===== config.mk =====
export PLATFORM = sky130hd
export DESIGN_NAME = rcsb_ctrl
export DESIGN_NICKNAME = d
export VERILOG_FILES = /design/src/design/rcsb_pkg.sv /design/src/design/rcsb_ctrl.sv
export SDC_FILE = /design/constraint.sdc
export NUM_CORES = 1
export LEC_CHECK = 0
export ABC_AREA = 1
export ABC_CLOCK_PERIOD_IN_PS = 1000
export BUFFER_PORTS_ARGS = -buffer_cell sky130_fd_sc_hd__buf_2
export CORE_AREA = 2 2 39 41
export CTS_BUF_LIST = sky130_fd_sc_hd__clkbuf_4 sky130_fd_sc_hd__clkbuf_8
export CTS_CLUSTER_DIAMETER = 120
export DETAILED_ROUTE_END_ITERATION = 16
export DIE_AREA = 0 0 41 43
export PLACE_DENSITY_LB_ADDON = 0.25
export SLEW_MARGIN = 0
export SYNTH_ARGS = -nofsm -noshare
export SYNTH_HDL_FRONTEND = slang
export SYNTH_SLANG_ARGS = --single-unit

===== constraint.sdc =====
create_clock -name clk -period 1 [get_ports clk]
set_input_delay 0 -clock clk [delete_from_list [all_inputs] [get_ports clk]]
set_output_delay 0 -clock clk [all_outputs]
set_load 0.05 [all_outputs]

===== src/design/rcsb_pkg.sv =====
// ----------------------------------------------------------------------------
// rcsb_pkg
// shared widths, operation codes and controller/datapath signal groups
// ----------------------------------------------------------------------------
package rcsb_pkg;

  localparam int OP_W     = 2;
  localparam int POS_W    = 10;
  localparam int LETTER_W = 5;
  localparam int LEN_W    = 11;

  localparam int MAX_LEN_DEFAULT  = 1024;
  localparam int ALPHABET_DEFAULT = 26;

  localparam logic [LEN_W-1:0] LEN_RESET = 11'd1024;

  localparam logic [OP_W-1:0] OP_LOAD = 2'd0;
  localparam logic [OP_W-1:0] OP_SORT = 2'd1;
  localparam logic [OP_W-1:0] OP_READ = 2'd2;

  typedef struct packed {
    logic load;
    logic read;
    logic sort_start;
    logic count_issue;
    logic fill_start;
    logic fill_step;
  } cmd_t;

  typedef struct packed {
    logic sort_ok;
    logic ptr_last;
    logic bin_empty;
  } sts_t;

endpackage


===== src/design/rcsb_ctrl.sv =====
// ----------------------------------------------------------------------------
// rcsb_ctrl
// request decode and sequencing of the count and rewrite passes
// ----------------------------------------------------------------------------
module rcsb_ctrl
  import rcsb_pkg::*;
(
  input  logic            clk,
  input  logic            rst,
  input  logic            start,
  input  logic [OP_W-1:0] op,
  input  sts_t            sts,
  output cmd_t            cmd,
  output logic            busy,
  output logic            result_strobe
);

  localparam logic [2:0] S_IDLE  = 3'd0;
  localparam logic [2:0] S_COUNT = 3'd1;
  localparam logic [2:0] S_DRAIN = 3'd2;
  localparam logic [2:0] S_FILL  = 3'd3;
  localparam logic [2:0] S_READ  = 3'd4;

  logic [2:0] state;
  logic [2:0] state_next;
  logic       accept;

  always_comb begin
    accept        = start && (state == S_IDLE);
    busy          = state != S_IDLE;
    result_strobe = state == S_READ;

    cmd.load        = accept && (op == OP_LOAD);
    cmd.read        = accept && (op == OP_READ);
    cmd.sort_start  = accept && (op == OP_SORT) && sts.sort_ok;
    cmd.count_issue = state == S_COUNT;
    cmd.fill_start  = state == S_DRAIN;
    cmd.fill_step   = state == S_FILL;

    state_next = state;
    unique case (state)
      S_IDLE: begin
        if (cmd.read) begin
          state_next = S_READ;
        end else if (cmd.sort_start) begin
          state_next = S_COUNT;
        end
      end
      S_COUNT: begin
        if (sts.ptr_last) begin
          state_next = S_DRAIN;
        end
      end
      S_DRAIN: begin
        state_next = S_FILL;
      end
      S_FILL: begin
        if (!sts.bin_empty && sts.ptr_last) begin
          state_next = S_IDLE;
        end
      end
      S_READ: begin
        state_next = S_IDLE;
      end
      default: begin
        state_next = S_IDLE;
      end
    endcase
  end

  always_ff @(posedge clk) begin
    if (rst) begin
      state <= S_IDLE;
    end else begin
      state <= state_next;
    end
  end

  a_read_gives_result: assert property (@(posedge clk) disable iff (rst)
    cmd.read |=> result_strobe)
    else $error("read request without result");

  a_result_from_read: assert property (@(posedge clk) disable iff (rst)
    result_strobe |-> $past(cmd.read))
    else $error("result without read request");

  a_sort_holds_busy: assert property (@(posedge clk) disable iff (rst)
    cmd.sort_start |=> busy && !result_strobe)
    else $error("sort request did not start a pass");

  a_drain_after_count: assert property (@(posedge clk) disable iff (rst)
    (cmd.count_issue && sts.ptr_last) |=> cmd.fill_start)
    else $error("count pass did not hand over to rewrite");

  a_one_command: assert property (@(posedge clk) disable iff (rst)
    $onehot0({cmd.load, cmd.read, cmd.sort_start, cmd.count_issue,
              cmd.fill_start, cmd.fill_step}))
    else $error("overlapping datapath commands");

endmodule


=== After elaboration in Yosys (flattened, before gate mapping) ===
Cells that the tools add are included.

* Logic and storage cells: 26
* Register bits after elaboration: 3
* Output and inout port bits: 8

* Eq/ne operators: 9
* Reduce and logical (&&, ||, !) cells: 11
* Mux-type cells: 5

{| class="wikitable"
|+ Operator list
! operator !! count
|-
| two-way mux 3 bit || 4
|-
| one-hot mux 3 bit (4 select lines) || 1
|-
| == test 3 x 2 -> 1 bit, second input constant || 2
|-
| logical AND 1 bit || 6
|-
| == test 3 x 1 -> 1 bit, second input constant || 1
|-
| == test 3 bit, second input constant || 1
|-
| zero test 3 bit || 1
|-
| != test 3 bit, second input constant || 1
|-
| AND reduction 3 bit || 1
|-
| nonzero test 3 bit || 1
|-
| == test 2 x 1 -> 1 bit, second input constant || 1
|-
| == test 2 bit, second input constant || 1
|-
| zero test 2 bit || 1
|-
| != test 2 x 1 -> 1 bit, second input constant || 1
|-
| != test 2 bit, second input constant || 1
|-
| zero test 1 bit || 1
|}

=== Longest topological paths before layout ===
Gate-level depths: netlist of run 1.

* Word-level depth: 7
* Gate-level depth with buffers: 8
* Gate-level depth less buffers: 8

=== Least setup slack after synthesis of run 1 ===
No wires, ideal clock.

* Path type: reg2out
* From: register state[1]
* To: output result_strobe
* Cell stages (with the launch flop): 2
* Arrival: 1.473 ns
* Path buffers: 0
* Required time: 1.000 ns
* Path slack: -0.473 ns
* Path through: dfxtp_1 -> nor3_1

* Word-level cells in the longest chain between the ends: 1

{| class="wikitable"
|+ Ends and longest elaborated chain
! element !! line !! RTL
|-
| start, declared || rcsb_ctrl.sv:24 || <nowiki>logic [2:0] state;</nowiki>
|-
| start signal, assigned || rcsb_ctrl.sv:75 || <nowiki>state <= state_next;</nowiki>
|-
| == test 3 bit || rcsb_ctrl.sv:31 || <nowiki>result_strobe = state == S_READ;</nowiki>
|-
| end, declared || rcsb_ctrl.sv:15 || <nowiki>output logic result_strobe</nowiki>
|}

No other way between the ends.

=== Final worst setup path of run 1 ===
* From: register state[1]
* To: register state[0]

* Word-level cells in the longest chain between the ends: 6
* Elaborated cells on any way between the ends: 14
* Classes of those cells: eq/ne: 6; mux: 2; reduce/logical: 6

{| class="wikitable"
|+ Ends and longest elaborated chain
! element !! line !! RTL
|-
| zero test 3 bit || rcsb_ctrl.sv:29, rcsb_ctrl.sv:41 ||
|-
| logical AND 1 bit || rcsb_ctrl.sv:29 || <nowiki>accept = start && (state == S_IDLE);</nowiki>
|-
| logical AND 1 bit (2 in a row) || rcsb_ctrl.sv:35 || <nowiki>cmd.sort_start = accept && (op == OP_SORT) && sts.sort_ok;</nowiki>
|-
| != test 3 bit (no line) || n/a ||
|-
| AND reduction 3 bit (no line) || n/a ||
|}

Parallel ways exist; a longest one is shown, timed or not.
A chain may end at the register's enable or synchronous reset.

==> impl_metrics.tcl, run 1 <==
set metrics [dict create \
    status "complete, but fails checks" \
    timing.rr.start "state[1]$_SDFFE_PP0P_" \
    htreeDepth 1 \
    clk_pin_slew_ns 0.04 \
    p_sw_share_pct 48.48 \
    regToRegSetupSlack_ns -0.19 \
    post_drt_wl_per_cell_microns 8.416 \
    cp_max_fo 4 \
    tightest_slew_ns 0.2706 \
    start_util_pct 18.26 \
    seqPwrFrac_pct 13.0 \
    min_period_over_period_pct 119.0 \
    min_period_ns 1.190 \
    power_mw 1.658 \
    place_congestion 0.7790 \
    p_comb_share_pct 72.1 \
    vias 363 \
    synthTopCellsByArea "dfxtp_1 (24%), nand2_1 (16%), inv_1 (13%)" \
    met3_usage_pct 0 \
    finalClockSkew_ns 0.0005242 \
    violations "negative setup slack" \
    final_common_cell "buf_6" \
    die_w_microns 41 \
    fmax_mhz 840.4 \
    drt-total-wl_microns 749 \
    grt_max_degree 6 \
    drtIter0Drc 2 \
    ant_nets 0 \
    antenna_found_initial 0 \
    grt_pass1_vias 349 \
    gr-total-overflow 0 \
    synth_top_cell_by_area "dfxtp_1" \
    whs_ns 0.008003 \
    seq_area_sq_um 66.31 \
    ir_drop_uv 820.7 \
    final_cell_mix "buf_6 (9), nand2_1 (8), buf_2 (8)" \
    die_h_microns 43 \
    clkPwrFrac_pct 14.9 \
    finalHoldViolCount 0 \
    synthesis.nets 52 \
    slew_violations 0 \
    multi_input_area_sq_um 211.5 \
    post-dp-hpwl_microns 563.9 \
    firstDrtPassIters 2 \
    reg_top3 "state: 3 flops" \
    fillers 148 \
    busiest_layer "met2" \
    ys_ff_latch 3 \
    drt_drc_violations_left 0 \
    ios 16 \
    grt_setup_unrepaired "yes" \
    reg2regPathDepth 8 \
    top_register "state" \
    drive_above_1_share_pct 71.23 \
    max_slew_margin_pct 81.90 \
    syn-cell-area_sq_um 252.7 \
    cts_tree "done" \
    crit_arrival_ns 1.32 \
    nets 82 \
    hold_buffers 0 \
    largest_reg_flops 3 \
    cts_buffer_depth 2 \
    grt_util_all_layers_pct 10.33 \
    powerDensity_mw_per_mm2 2838 \
    p_leak_nw 0.3127 \
    fin_cells 89 \
    crit_required_ns 1.13 \
    grt_first_pass_wirelength_mm 1.255 \
    utilization_pct 42.22 \
    area_growth_pct 131.2 \
    setup_violations 10 \
    cts_buffers 3 \
    start_kind "register" \
    portBuffers 15 \
    synth_top_area_share_pct 23.76 \
    ys_seq_area_share_pct 23.76 \
    hold_path_end "state[1]$_SDFFE_PP0P_" \
    ctsRootBufferMaster "clkbuf_4" \
    yosys_warnings 0 \
    endpoint_kind "register" \
    cts_sinks 3 \
    timing.rr.end "state[0]$_SDFFE_PP0P_" \
    core_area_sq_mm 0.001384 \
    power_switching_uw 803.8 \
    syn_avg_cell_area_sq_um 5.744 \
    viasPerCell 4.079 \
    max_cap_violations 0 \
    grtUsageMet2_pct 16.88 \
    syn_inst 44 \
    n_antenna_cell 0 \
    setup_slack_ns -0.1899 \
    finalSetupTns_ns -1.145 \
    dieArea_sq_mm 0.001763 \
    p_int_uw 854.2 \
    ys_types 14 \
    rows 14 \
    hold_start "rst" \
    place_inst 83 \
    clk-insertion-delay-late_ns 0.24 \
    gr-usage-met1_pct 11.86 \
    hold_class "in2reg" \
    path_class "reg2reg" \
    whs_path_depth 4 \
]
[cell families after synthesis]
kind of cell           Yosys count  synth area share (%)
AO/OA/AOI/OAI                    3                 8.910
buffers and inverters           10                 14.85
flip-flops                       3                 23.76
AND/OR/NAND/NOR                 28                 52.48
[routing by layer]
metal	vias up	routed length (microns)	part of all wire (%)
li1	193	-	-
met1	158	292	39
met2	10	407	54
met3	2	29	3.9
met4	0	20	2.7
met5	-	0	0
[cells in the mapped netlist, drive strengths merged]
library cell and count:
nand3 4, inv 10, nand4 1, nor3 1, a21oi 2, o21ai 1
dfxtp 3, nand2 12, nor2 9, and2 1
[worst max path at each step]
stage / start / end / cells past startpoint
2_1_floorplan: state[0]$_SDFFE_PP0P_ / state[0]$_SDFFE_PP0P_ / 7
3_3_place_gp: state[0]$_SDFFE_PP0P_ / state[0]$_SDFFE_PP0P_ / 8
3_5_place_dp: state[0]$_SDFFE_PP0P_ / state[0]$_SDFFE_PP0P_ / 6
4_1_cts: state[0]$_SDFFE_PP0P_ / cmd[4] / 6
5_1_grt: state[1]$_SDFFE_PP0P_ / state[0]$_SDFFE_PP0P_ / 8
6_report: state[1]$_SDFFE_PP0P_ / state[0]$_SDFFE_PP0P_ / 8
[power by group through the flow]
stage,Clock [mW],Combinational (mW),Sequential [mW]
final,0.247,1.20,0.215
after detailed placement,0,0.902,0.204
after CTS,0.247,1.10,0.207
after floorplan,0,0.622,0.230
after global routing,0.253,1.29,0.221
after global placement,0,0.904,0.204
[stage by stage]
| stage | area, sq um | setup WS [ns] |
|---|---|---|
| 4_1_cts | 545.5 | -0.1906 |
| 6_report | 584.3 | -0.1899 |
| 3_3_place_gp | 427.9 | -0.08505 |
| 5_1_grt | 584.3 | -0.2844 |
| 3_5_place_dp | 427.9 | -0.1150 |
| 2_1_floorplan | 272.8 | -0.1419 |
[worst max-delay path: stages, from the launching register on]
cell and delay, ns:
dfxtp_4 0.35, nor2_4 0.14, nand2_4 0.07, buf_6 0.12, a21oi_4 0.10, o21ai_2 0.08, and2_1 0.16, nand2_1 0.05
inv_1 0.03
[final cells by class]
| type | instances | share of cell area, % |
|---|---|---|
| sequential | 3 | 11.35 |
| timing repair buffer | 25 | 37.05 |
| inverter | 10 | 6.852 |
| clock buffer | 4 | 5.139 |
| tap | 16 | 3.426 |
| multi-input combinational | 31 | 36.19 |
[timing repair]
action,CTS,global route
pin swaps,2,4
gates cloned,0,0
setup endpoints to repair,10,11
gates resized for setup,27,9
buffers inserted,2,1
No activity file was read; power rests on OpenSTA's default activity.
==> run 2, diff against run 1 <==
CAP_MARGIN = 20   (was not set)
MAX_ROUTING_LAYER = met4   (was not set)
==> impl_metrics.tcl, run 2 (synthesis results as in run 1) <==
set metrics [dict create \
    status "complete, but fails checks" \
    violations "negative setup slack" \
    post_drt_wl_per_cell_microns 8.449 \
    portBuffers 15 \
    place_congestion 0.7896 \
    drive_above_1_share_pct 71.23 \
    hold_class "in2reg" \
    cts_buffers 3 \
    clk-insertion-delay-late_ns 0.24 \
    cp_max_fo 4 \
    cts_buffer_depth 2 \
    ant_nets 0 \
    finalSetupTns_ns -1.148 \
    antenna_found_initial 0 \
    ctsRootBufferMaster "clkbuf_4" \
    fillers 148 \
    slew_violations 0 \
    final_common_cell "buf_6" \
    nets 82 \
    drt-total-wl_microns 752 \
    p_leak_nw 0.3127 \
    finalHoldViolCount 0 \
    start_util_pct 18.26 \
    fmax_mhz 840.3 \
    crit_required_ns 1.13 \
    area_growth_pct 131.2 \
    cts_sinks 3 \
    crit_arrival_ns 1.32 \
    setup_violations 10 \
    finalClockSkew_ns 0.0005242 \
    max_slew_margin_pct 81.90 \
    endpoint_kind "register" \
    setup_slack_ns -0.1900 \
    crit_start "state[1]$_SDFFE_PP0P_" \
    grt_max_degree 6 \
    min_period_over_period_pct 119.0 \
    largest_reg_flops 3 \
    rows 14 \
    grt_first_pass_wirelength_mm 1.255 \
    start_kind "register" \
    whs_ns 0.008003 \
    post-dp-hpwl_microns 563.9 \
    final_cell_mix "buf_6 (9), nand2_1 (8), buf_2 (8)" \
    top_register "state" \
    timing.rr.start "state[1]$_SDFFE_PP0P_" \
    dieArea_sq_mm 0.001763 \
    grt_setup_unrepaired "yes" \
    hold_start "rst" \
    firstDrtPassIters 2 \
    htreeDepth 1 \
    hold_buffers 0 \
    reg_top3 "state: 3 flops" \
    clk_pin_slew_ns 0.04 \
    core_area_sq_mm 0.001384 \
    cts_tree "done" \
    gr-total-overflow 0 \
    drtIter0Drc 2 \
    grt_util_all_layers_pct 10.59 \
    path_class "reg2reg" \
    min_period_ns 1.190 \
    max_cap_violations 0 \
    viasPerCell 4.079 \
    ios 16 \
    tightest_slew_ns 0.2706 \
    die_h_microns 43 \
    die_w_microns 41 \
    grt_pass1_vias 349 \
    vias 363 \
    powerDensity_mw_per_mm2 2840 \
    ir_drop_uv 820.7 \
    drt_drc_violations_left 0 \
    n_antenna_cell 0 \
]
==> run 2: cell counts in the layout (fill, tap and decap cells not counted) <==
Identical to the previous run, type by type.
==> run 2: worst paths after layout <==
path / endpoint / slack [ns] / depth (start not counted)
setup / recovery: state[0]$_SDFFE_PP0P_ / -0.19 / 8
hold / removal: state[1]$_SDFFE_PP0P_ / 0.008 / 4
setup reg to reg: state[0]$_SDFFE_PP0P_ / -0.19 / 8
hold reg to reg: state[1]$_SDFFE_PP0P_ / 0.62 / 3
==> run 2: report_power, final <==
| group | switching, mW | leakage, nW | internal, mW |
|---|---|---|---|
| sequential | 0.0433 | 0.0261 | 0.172 |
| combinational | 0.692 | 0.268 | 0.505 |
| clock | 0.0701 | 0.0184 | 0.177 |
| total | 0.805 | 0.313 | 0.854 |
==> run 2: critical path, cell delays in order, from the launching register on <==
cell and delay, ns:
dfxtp_4 0.35, nor2_4 0.14, nand2_4 0.07, buf_6 0.12, a21oi_4 0.10, o21ai_2 0.08, and2_1 0.16, nand2_1 0.05
inv_1 0.03
==> run 2: per-stage QoR <==
stage | total power, mW | utilization [%] | instance area [sq um] | setup slack [ns] | instances
global placement | 1.108 | 30.92 | 427.9 | -0.08505 | 83
finish | 1.659 | 42.22 | 584.3 | -0.1900 | 89
detailed placement | 1.106 | 30.92 | 427.9 | -0.1150 | 83
global route | 1.764 | 42.22 | 584.3 | -0.2844 | 89
floorplan | 0.8524 | - | 272.8 | -0.1419 | 44
CTS | 1.557 | 39.42 | 545.5 | -0.1906 | 88
==> run 2: layout make-up <==
cell class                      count  area (sq um)  area share [%]
Clock buffer                        4         30.03           5.139
Inverter                           10         40.04           6.852
Multi-Input combinational cell     31         211.5           36.19
Sequential cell                     3         66.31           11.35
Tap cell                           16         20.02           3.426
Timing Repair Buffer               25         216.5           37.05
==> run 2: timing repair <==
item                                   CTS  global route
setup buffers                            2             1
endpoints found under the hold margin    0             0
gates resized for setup                 27             9
pin swaps                                2             4
setup endpoints to repair               10            11
==> run 2: per-layer routing <==
layer / share of wire, % / GRT usage [%] / wire length [microns] / up-vias
met5: 0 / - / 0 / -
met4: 2.7 / 8.000 / 20 / 0
met3: 3.9 / 0 / 29 / 2
met2: 54 / 16.88 / 407 / 10
met1: 39 / 11.86 / 295 / 158
li1: - / - / - / 193
